===== src/deq_pkg.sv =====
`default_nettype none

package deq_pkg;

    localparam int DEPTH_DEF = 16;
    localparam int DATA_W    = 32;
    localparam int REQ_W     = 2;
    localparam int FILL_W    = 5;
    localparam int STAT_W    = 2;
    localparam int QDEPTH    = 2;

    localparam logic [REQ_W-1:0] REQ_APPEND = 2'd0;
    localparam logic [REQ_W-1:0] REQ_PUSH   = 2'd1;
    localparam logic [REQ_W-1:0] REQ_REMOVE = 2'd2;
    localparam logic [REQ_W-1:0] REQ_QUERY  = 2'd3;

    localparam logic [STAT_W-1:0] ST_OK    = 2'd0;
    localparam logic [STAT_W-1:0] ST_FULL  = 2'd1;
    localparam logic [STAT_W-1:0] ST_EMPTY = 2'd2;

    typedef struct packed {
        logic                     store;
        logic                     at_front;
        logic                     remove;
        logic                     query;
        logic signed [DATA_W-1:0] value;
    } cmd_t;

endpackage

`default_nettype wire


===== src/deq_ram.sv =====
`default_nettype none

module deq_ram #(
    parameter int WIDTH = deq_pkg::DATA_W,
    parameter int DEPTH = deq_pkg::DEPTH_DEF
) (
    input  wire logic                     clk,
    input  wire logic                     we,
    input  wire logic [$clog2(DEPTH)-1:0] waddr,
    input  wire logic [WIDTH-1:0]         wdata,
    input  wire logic [$clog2(DEPTH)-1:0] raddr,
    output logic      [WIDTH-1:0]         rdata
);

    logic [WIDTH-1:0] mem_reg [DEPTH];
    logic [WIDTH-1:0] rdata_reg;

    always_ff @(posedge clk)
    begin
        if (we)
        begin
            mem_reg[waddr] <= wdata;
        end
        rdata_reg <= mem_reg[raddr];
    end

    assign rdata = rdata_reg;

endmodule

`default_nettype wire


===== src/deq_front.sv =====
`default_nettype none

module deq_front (
    input  wire logic                              clk,
    input  wire logic                              rst_n,
    input  wire logic                              start,
    input  wire logic [deq_pkg::REQ_W-1:0]         req_type,
    input  wire logic signed [deq_pkg::DATA_W-1:0] value,
    output logic                                   busy,
    output logic                                   cmd_valid,
    output deq_pkg::cmd_t                          cmd,
    input  wire logic                              cmd_pop
);

    localparam int QAW = $clog2(deq_pkg::QDEPTH);
    localparam int QCW = $clog2(deq_pkg::QDEPTH + 1);

    deq_pkg::cmd_t       q_reg [deq_pkg::QDEPTH];
    logic [QAW-1:0]      wptr_reg;
    logic [QAW-1:0]      rptr_reg;
    logic [QCW-1:0]      cnt_reg;
    logic [QCW-1:0]      cnt_next;
    deq_pkg::cmd_t       cls;
    logic                push;

    function automatic logic [QAW-1:0] qinc(input logic [QAW-1:0] p);
        return (p == QAW'(deq_pkg::QDEPTH - 1)) ? '0 : p + QAW'(1);
    endfunction

    // decode the request into its class
    always_comb
    begin
        cls          = '0;
        cls.value    = value;
        case (req_type)
            deq_pkg::REQ_APPEND: cls.store = 1'b1;
            deq_pkg::REQ_PUSH:
            begin
                cls.store    = 1'b1;
                cls.at_front = 1'b1;
            end
            deq_pkg::REQ_REMOVE: cls.remove = 1'b1;
            deq_pkg::REQ_QUERY:  cls.query  = 1'b1;
            default:             cls.query  = 1'b1;
        endcase
    end

    assign busy      = (cnt_reg == QCW'(deq_pkg::QDEPTH));
    assign push      = start && !busy;
    assign cmd_valid = (cnt_reg != '0);
    assign cmd       = q_reg[rptr_reg];

    always_comb
    begin
        cnt_next = cnt_reg;
        if (push && !cmd_pop)
        begin
            cnt_next = cnt_reg + QCW'(1);
        end
        else if (!push && cmd_pop)
        begin
            cnt_next = cnt_reg - QCW'(1);
        end
    end

    always_ff @(posedge clk or negedge rst_n)
    begin
        if (!rst_n)
        begin
            wptr_reg <= '0;
            rptr_reg <= '0;
            cnt_reg  <= '0;
        end
        else
        begin
            if (push)
            begin
                wptr_reg <= qinc(wptr_reg);
            end
            if (cmd_pop)
            begin
                rptr_reg <= qinc(rptr_reg);
            end
            cnt_reg <= cnt_next;
        end
    end

    always_ff @(posedge clk)
    begin
        if (push)
        begin
            q_reg[wptr_reg] <= cls;
        end
    end

endmodule

`default_nettype wire


===== src/deq_back.sv =====
`default_nettype none

module deq_back #(
    parameter int DEPTH = deq_pkg::DEPTH_DEF
) (
    input  wire logic                               clk,
    input  wire logic                               rst_n,
    input  wire logic                               cmd_valid,
    input  wire deq_pkg::cmd_t                      cmd,
    output logic                                    cmd_pop,
    output logic                                    done,
    output logic signed [deq_pkg::DATA_W-1:0]       result_value,
    output logic                                    found,
    output logic        [deq_pkg::FILL_W-1:0]       fill_count,
    output logic        [deq_pkg::STAT_W-1:0]       status
);

    localparam int AW = $clog2(DEPTH);
    localparam int CW = $clog2(DEPTH + 1);

    localparam logic [1:0] S_IDLE = 2'd0;
    localparam logic [1:0] S_READ = 2'd1;
    localparam logic [1:0] S_SCAN = 2'd2;

    logic [1:0]                   state_reg,  state_next;
    logic [AW-1:0]                head_reg,   head_next;
    logic [CW-1:0]                count_reg,  count_next;
    logic [AW-1:0]                ptr_reg,    ptr_next;
    logic [CW-1:0]                left_reg,   left_next;
    logic [deq_pkg::DATA_W-1:0]   key_reg,    key_next;
    logic                         done_reg,   done_next;
    logic [deq_pkg::DATA_W-1:0]   resv_reg,   resv_next;
    logic                         found_reg,  found_next;
    logic [deq_pkg::FILL_W-1:0]   fill_reg;
    logic [deq_pkg::STAT_W-1:0]   stat_reg,   stat_next;

    logic                         we;
    logic [AW-1:0]                waddr;
    logic [AW-1:0]                raddr;
    logic [deq_pkg::DATA_W-1:0]   rdata;
    logic [AW:0]                  tail_sum;
    logic [AW-1:0]                tail;
    logic [AW-1:0]                head_dec;
    logic                         full;
    logic                         empty;

    function automatic logic [AW-1:0] rinc(input logic [AW-1:0] p);
        return (p == AW'(DEPTH - 1)) ? '0 : p + AW'(1);
    endfunction

    deq_ram #(
        .WIDTH (deq_pkg::DATA_W),
        .DEPTH (DEPTH)
    ) u_ram (
        .clk   (clk),
        .we    (we),
        .waddr (waddr),
        .wdata (cmd.value),
        .raddr (raddr),
        .rdata (rdata)
    );

    assign tail_sum = (AW+1)'(head_reg) + (AW+1)'(count_reg);
    assign tail     = (tail_sum >= (AW+1)'(DEPTH)) ? AW'(tail_sum - (AW+1)'(DEPTH))
                                                   : AW'(tail_sum);
    assign head_dec = (head_reg == '0) ? AW'(DEPTH - 1) : head_reg - AW'(1);
    assign full     = (count_reg == CW'(DEPTH));
    assign empty    = (count_reg == '0);

    always_comb
    begin
        state_next = state_reg;
        head_next  = head_reg;
        count_next = count_reg;
        ptr_next   = ptr_reg;
        left_next  = left_reg;
        key_next   = key_reg;
        done_next  = 1'b0;
        resv_next  = '0;
        found_next = 1'b0;
        stat_next  = deq_pkg::ST_OK;
        we         = 1'b0;
        waddr      = tail;
        raddr      = head_reg;
        cmd_pop    = 1'b0;
        case (state_reg)
            S_IDLE:
            begin
                if (cmd_valid)
                begin
                    cmd_pop = 1'b1;
                    if (cmd.store)
                    begin
                        done_next = 1'b1;
                        if (full)
                        begin
                            stat_next = deq_pkg::ST_FULL;
                        end
                        else
                        begin
                            we         = 1'b1;
                            count_next = count_reg + CW'(1);
                            if (cmd.at_front)
                            begin
                                waddr     = head_dec;
                                head_next = head_dec;
                            end
                        end
                    end
                    else if (cmd.remove)
                    begin
                        if (empty)
                        begin
                            done_next = 1'b1;
                            resv_next = '1;
                            stat_next = deq_pkg::ST_EMPTY;
                        end
                        else
                        begin
                            state_next = S_READ;
                        end
                    end
                    else
                    begin
                        if (empty)
                        begin
                            done_next = 1'b1;
                        end
                        else
                        begin
                            key_next   = cmd.value;
                            ptr_next   = head_reg;
                            left_next  = count_reg - CW'(1);
                            state_next = S_SCAN;
                        end
                    end
                end
            end
            S_READ:
            begin
                done_next  = 1'b1;
                resv_next  = rdata;
                head_next  = rinc(head_reg);
                count_next = count_reg - CW'(1);
                state_next = S_IDLE;
            end
            S_SCAN:
            begin
                // next entry is fetched while this one is compared
                raddr    = rinc(ptr_reg);
                ptr_next = rinc(ptr_reg);
                if (rdata == key_reg)
                begin
                    done_next  = 1'b1;
                    found_next = 1'b1;
                    state_next = S_IDLE;
                end
                else if (left_reg == '0)
                begin
                    done_next  = 1'b1;
                    state_next = S_IDLE;
                end
                else
                begin
                    left_next = left_reg - CW'(1);
                end
            end
            default:
            begin
                state_next = S_IDLE;
            end
        endcase
    end

    always_ff @(posedge clk or negedge rst_n)
    begin
        if (!rst_n)
        begin
            state_reg <= S_IDLE;
            head_reg  <= '0;
            count_reg <= '0;
            done_reg  <= 1'b0;
        end
        else
        begin
            state_reg <= state_next;
            head_reg  <= head_next;
            count_reg <= count_next;
            done_reg  <= done_next;
        end
    end

    always_ff @(posedge clk)
    begin
        ptr_reg  <= ptr_next;
        left_reg <= left_next;
        key_reg  <= key_next;
        if (done_next)
        begin
            resv_reg  <= resv_next;
            found_reg <= found_next;
            fill_reg  <= deq_pkg::FILL_W'(count_next);
            stat_reg  <= stat_next;
        end
    end

    assign done         = done_reg;
    assign result_value = resv_reg;
    assign found        = found_reg;
    assign fill_count   = fill_reg;
    assign status       = stat_reg;

endmodule

`default_nettype wire


===== src/deque_with_membership_search.sv =====
// Double-ended queue of DEPTH signed words in a ring, with a membership search.
// A request is taken when start is high and busy is low; busy rises only while
// the two-beat command queue in front of the execution engine is full. Every
// request gives exactly one result beat, shown for one cycle with done high;
// the receiver cannot stall it. An append, a push or any rejected request is
// finished directly from the idle state; a removal takes one read of the ring
// memory; a query compares k held words (k at most the fill count), one per
// cycle from the front, stopping at the first match. A result appears in the
// cycle after the engine finishes. There is no clearing pass after reset.
`default_nettype none

module deque_with_membership_search #(
    parameter int DEPTH = deq_pkg::DEPTH_DEF
) (
    input  wire logic                              clk,
    input  wire logic                              rst_n,
    input  wire logic                              start,
    output logic                                   busy,
    input  wire logic [deq_pkg::REQ_W-1:0]         req_type,
    input  wire logic signed [deq_pkg::DATA_W-1:0] value,
    output logic                                   done,
    output logic signed [deq_pkg::DATA_W-1:0]      result_value,
    output logic                                   found,
    output logic        [deq_pkg::FILL_W-1:0]      fill_count,
    output logic        [deq_pkg::STAT_W-1:0]      status
);

    logic          cmd_valid;
    logic          cmd_pop;
    deq_pkg::cmd_t cmd;

    deq_front u_front (
        .clk       (clk),
        .rst_n     (rst_n),
        .start     (start),
        .req_type  (req_type),
        .value     (value),
        .busy      (busy),
        .cmd_valid (cmd_valid),
        .cmd       (cmd),
        .cmd_pop   (cmd_pop)
    );

    deq_back #(
        .DEPTH (DEPTH)
    ) u_back (
        .clk          (clk),
        .rst_n        (rst_n),
        .cmd_valid    (cmd_valid),
        .cmd          (cmd),
        .cmd_pop      (cmd_pop),
        .done         (done),
        .result_value (result_value),
        .found        (found),
        .fill_count   (fill_count),
        .status       (status)
    );

endmodule

`default_nettype wire


===== config.mk =====
export PLATFORM = sky130hd
export DESIGN_NAME = deque_with_membership_search
export DESIGN_NICKNAME = d
export VERILOG_FILES = /design/src/deq_pkg.sv /design/src/deq_ram.sv /design/src/deq_front.sv /design/src/deq_back.sv /design/src/deque_with_membership_search.sv
export SDC_FILE = /design/constraint.sdc
export NUM_CORES = 1
export LEC_CHECK = 0
export BUFFER_PORTS_ARGS = -buffer_cell sky130_fd_sc_hd__buf_4
export CORE_ASPECT_RATIO = 1.25
export CORE_MARGIN = 5
export CORE_UTILIZATION = 35
export CTS_BUF_LIST = sky130_fd_sc_hd__clkbuf_8
export CTS_CLUSTER_SIZE = 8
export DETAILED_ROUTE_END_ITERATION = 8
export PLACE_DENSITY = 0.49
export RECOVER_POWER = 100
export SLEW_MARGIN = 15
export SYNTH_ARGS = -nofsm -noshare
export SYNTH_HDL_FRONTEND = slang
export SYNTH_SLANG_ARGS = --single-unit
export TNS_END_PERCENT = 5

===== constraint.sdc =====
create_clock -name clk -period 5.6 [get_ports clk]
set_input_delay 0.28 -clock clk [delete_from_list [all_inputs] [get_ports clk]]
set_output_delay 0.28 -clock clk [all_outputs]
set_load 0.02 [all_outputs]

==> results.sh <==
export IMPL_post_dp_cell_area_um2=29700
export IMPL_slew_violations=400
export IMPL_p_per_area_nw_per_um2=622
export IMPL_rsz0062_at_grt="false"
export IMPL_drv_cap=14
export IMPL_cp_max_fo=43
export IMPL_synth_area_um2=27700
export IMPL_postLayoutCoreUtil_pct=40.4
export IMPL_vias=16000
export IMPL_tritoncts="yes"
export IMPL_timing_final_ws_setup_ns=1.01
export IMPL_rr_worst_depth=5
export IMPL_path_class="reg -> reg"
export IMPL_final_min_clock_period_ns=4.59
export IMPL_vdd_drop_max_mv=0.507
export IMPL_track_usage_pct=18.0
export IMPL_ctsResizeCount=0
export IMPL_dpl_worst_slack_ns=1.86
export IMPL_cp_arrival_ns=4.98
export IMPL_root_buffer="clkbuf_8"
export IMPL_cts_made_buffers=112
export IMPL_rows=115
export IMPL_path_cells="nor2b_1 -> clkbuf_1 -> a21oi_1 -> o21ai_2 -> buf_12"
export IMPL_grt_first_pass_wirelength_um=112000
export IMPL_globalRouteOverflowTotal=0
export IMPL_pin_count=79
export IMPL_fillCellCount=7298
export IMPL_synth_ff_type="edfxtp_1"
export IMPL_critical_path_top_delay_family="buffers and inverters"
export IMPL_hold_path_depth=2
export IMPL_max_freq_ghz=0.218
export IMPL_worstHoldStart="value[17]"
export IMPL_die_y_um=324
export IMPL_netlist_instances=1615
export IMPL_dp_hpwl_um=41200
export IMPL_grt_pass1_vias=16600
export IMPL_r2r_setup_slack_ns=1.01
export IMPL_slowest_stage="clkbuf_1"
export IMPL_slew_headroom_pct=-94.1
export IMPL_cp_buffers_inverters=2
export IMPL_min_period_over_period_pct=82.0
export IMPL_place_congestion=0.770
export IMPL_drt_wl_total_um=77500
export IMPL_first_pass_iters=7
export IMPL_drt_iter0_drc=1042
export IMPL_postLayoutCellArea_um2=31800
export IMPL_syn_nets=1664
export IMPL_initial_core_util_pct=35.2
export IMPL_yosys_area_top_type_share_pct=71.9
export IMPL_synthTopCellsByArea="edfxtp_1 (72%), mux2i_1 (3.8%), a32oi_1 (3.1%)"
export IMPL_power_leakage_uw=0.0105
export IMPL_path_clk_slew_ns=0.06
export IMPL_htree_levels=3
export IMPL_violations="max-capacitance violations, max-slew violations"
export IMPL_route_detailed_wl_per_inst_um=26.5
export IMPL_min_path_type="in -> reg"
export IMPL_die_w_um=262
export IMPL_nets=1827
export IMPL_largest_reg_flops=512
export IMPL_synth_edf_count=663
export IMPL_worstMarginPinSlew_ns=2.91
export IMPL_final_hold_violation_count=0
export IMPL_critical_path_max_stage_delay_ns=2.01
export IMPL_startpoint_type="register"
export IMPL_synth_cell_types=62
export IMPL_yosysTopAreaCell="edfxtp_1"
export IMPL_grt_max_degree=88
export IMPL_ant_nets=0
export IMPL_insertion_delay_ns=0.74
export IMPL_fin_tns_setup_ns=0
export IMPL_core_area_um2=78600
export IMPL_rr_endpoint="u_back.result_value[28]$_DFFE_PP_"
export IMPL_holdWs_ns=0.297
export IMPL_cts_buffer_depth=3
export IMPL_cp_end_kind="register"
export IMPL_cts_sinks=711
export IMPL_antenna_found_initial=2
export IMPL_hold_end="u_front.q_reg[0][17]$_DFFE_PP_"
export IMPL_ys_ff_latch=711
export IMPL_synth_async_reset_ratio_pct=2.25
export IMPL_setup_violations=0
export IMPL_rr_startpoint="u_back.state_reg[0]$_DFFE_PN0P_"
export IMPL_drc=0
export IMPL_required_ns=5.99
export IMPL_drive_gt1_share_pct=11.9
export IMPL_vias_per_cell=5.46
export IMPL_area_growth_pct=14.7
export IMPL_avgSynthCellArea_um2=17.1
export IMPL_io_buffer_count=78
export IMPL_dieArea_um2=84900
export IMPL_outcome="finished with violations"
export IMPL_synth_seq_area_share_pct=75.7
export IMPL_finClkSkew_ns=0.0539
export IMPL_yosysWarnings=0
cell type report:
cell class | instances | area (um2) | area share, %
inverters | 17 | 68.8 | 0.217
well taps | 1053 | 1320 | 4.15
multi-input cells | 772 | 6220 | 19.6
clock buffers | 125 | 1720 | 5.42
diodes | 1 | 2.50 | 0.00788
flip-flops and latches | 711 | 21000 | 66.0
repair buffers | 164 | 1100 | 3.46
clock inverters | 86 | 390 | 1.23
cells in the final DEF (no fill, tap or decap), drive strengths merged, types with 4 or more instances in the layout:
cell / synthesis / final
o21a: 4 / 4
o21ai: 13 / 13
dfxtp: 32 / 32
dfrtp: 16 / 16
nand2: 77 / 77
a32o: 34 / 34
nand2b: 5 / 5
edfxtp: 663 / 663
mux2: 36 / 36
nor4: 4 / 4
inv: 17 / 86
nand3: 5 / 5
a221oi: 33 / 33
a21o: 33 / 33
nor3b: 4 / 4
xor2: 8 / 8
dlygate4sd3: 0 / 37
nand4: 10 / 10
o211ai: 96 / 96
a32oi: 98 / 98
ha: 11 / 11
nor2: 21 / 21
mux2i: 104 / 104
clkbuf: 61 / 229
a31oi: 5 / 5
a21boi: 32 / 32
a21oi: 12 / 12
xnor2: 41 / 41
nor3: 24 / 24
clkinv: 0 / 14
a311oi: 32 / 32
buf: 54 / 23
per-stage QoR:
stage	instances	total power, uW
2_1_floorplan	1615	12900
3_3_place_gp	2680	15900
3_5_place_dp	2680	16000
4_1_cts	2928	20200
5_1_grt	2929	20800
6_report	2929	19800
cell usage after synthesis (23+ instances only):
cell type    n
o211ai_1    96
buf_2       34
a32o_1      34
nor3_1      23
mux2i_1    104
xnor2_1     41
a32oi_1     98
edfxtp_1   663
dfxtp_1     32
a21o_1      33
clkbuf_1    61
nand2_1     76
a21boi_0    32
mux2_2      36
a221oi_1    33
a311oi_1    32
metal layers:
layer | vias to the layer above | GRT usage (%) | wire length, um
li1 | 6984 | - | -
met1 | 8381 | 23.9 | 33200
met2 | 467 | 29.5 | 37800
met3 | 153 | 2.93 | 3820
met4 | 2 | 6.98 | 2690
met5 | - | 0 | 16
where the power goes:
part           switching, uW  internal [uW]
clock network           2030           2090
logic                   5600           2470
registers                412           7150
total                   8040          11700
worst max-delay path by stage:
stage          cells past startpoint                       startpoint                              endpoint
2_1_floorplan                      8   u_back.head_reg[0]$_DFFE_PN0P_  u_back.u_ram.mem_reg[0][0]$_DFFE_PP_
3_3_place_gp                       7   u_back.head_reg[0]$_DFFE_PN0P_         u_back.u_ram.rdata[3]$_DFF_P_
3_5_place_dp                       7   u_back.head_reg[0]$_DFFE_PN0P_         u_back.u_ram.rdata[3]$_DFF_P_
4_1_cts                            7   u_back.head_reg[0]$_DFFE_PN0P_         u_back.u_ram.rdata[3]$_DFF_P_
5_1_grt                            5  u_back.state_reg[0]$_DFFE_PN0P_     u_back.result_value[28]$_DFFE_PP_
6_report                           5  u_back.state_reg[0]$_DFFE_PN0P_     u_back.result_value[28]$_DFFE_PP_
kinds of logic after synthesis:
kind of cell / share of synthesized area, %
adder cells (fa/ha/maj): 0.569
flip-flops: 75.7
AND/OR/NAND/NOR: 2.88
AO/OA/AOI/OAI: 11.9
buffers and inverters: 2.17
XOR/XNOR: 1.55
multiplexers: 5.22
timing repair:
action | CTS | global route
endpoints found under the hold margin | 87 | 0
hold buffers | 37 | 0
setup buffers | 0 | 0
Power figures use the tool's default switching activity.
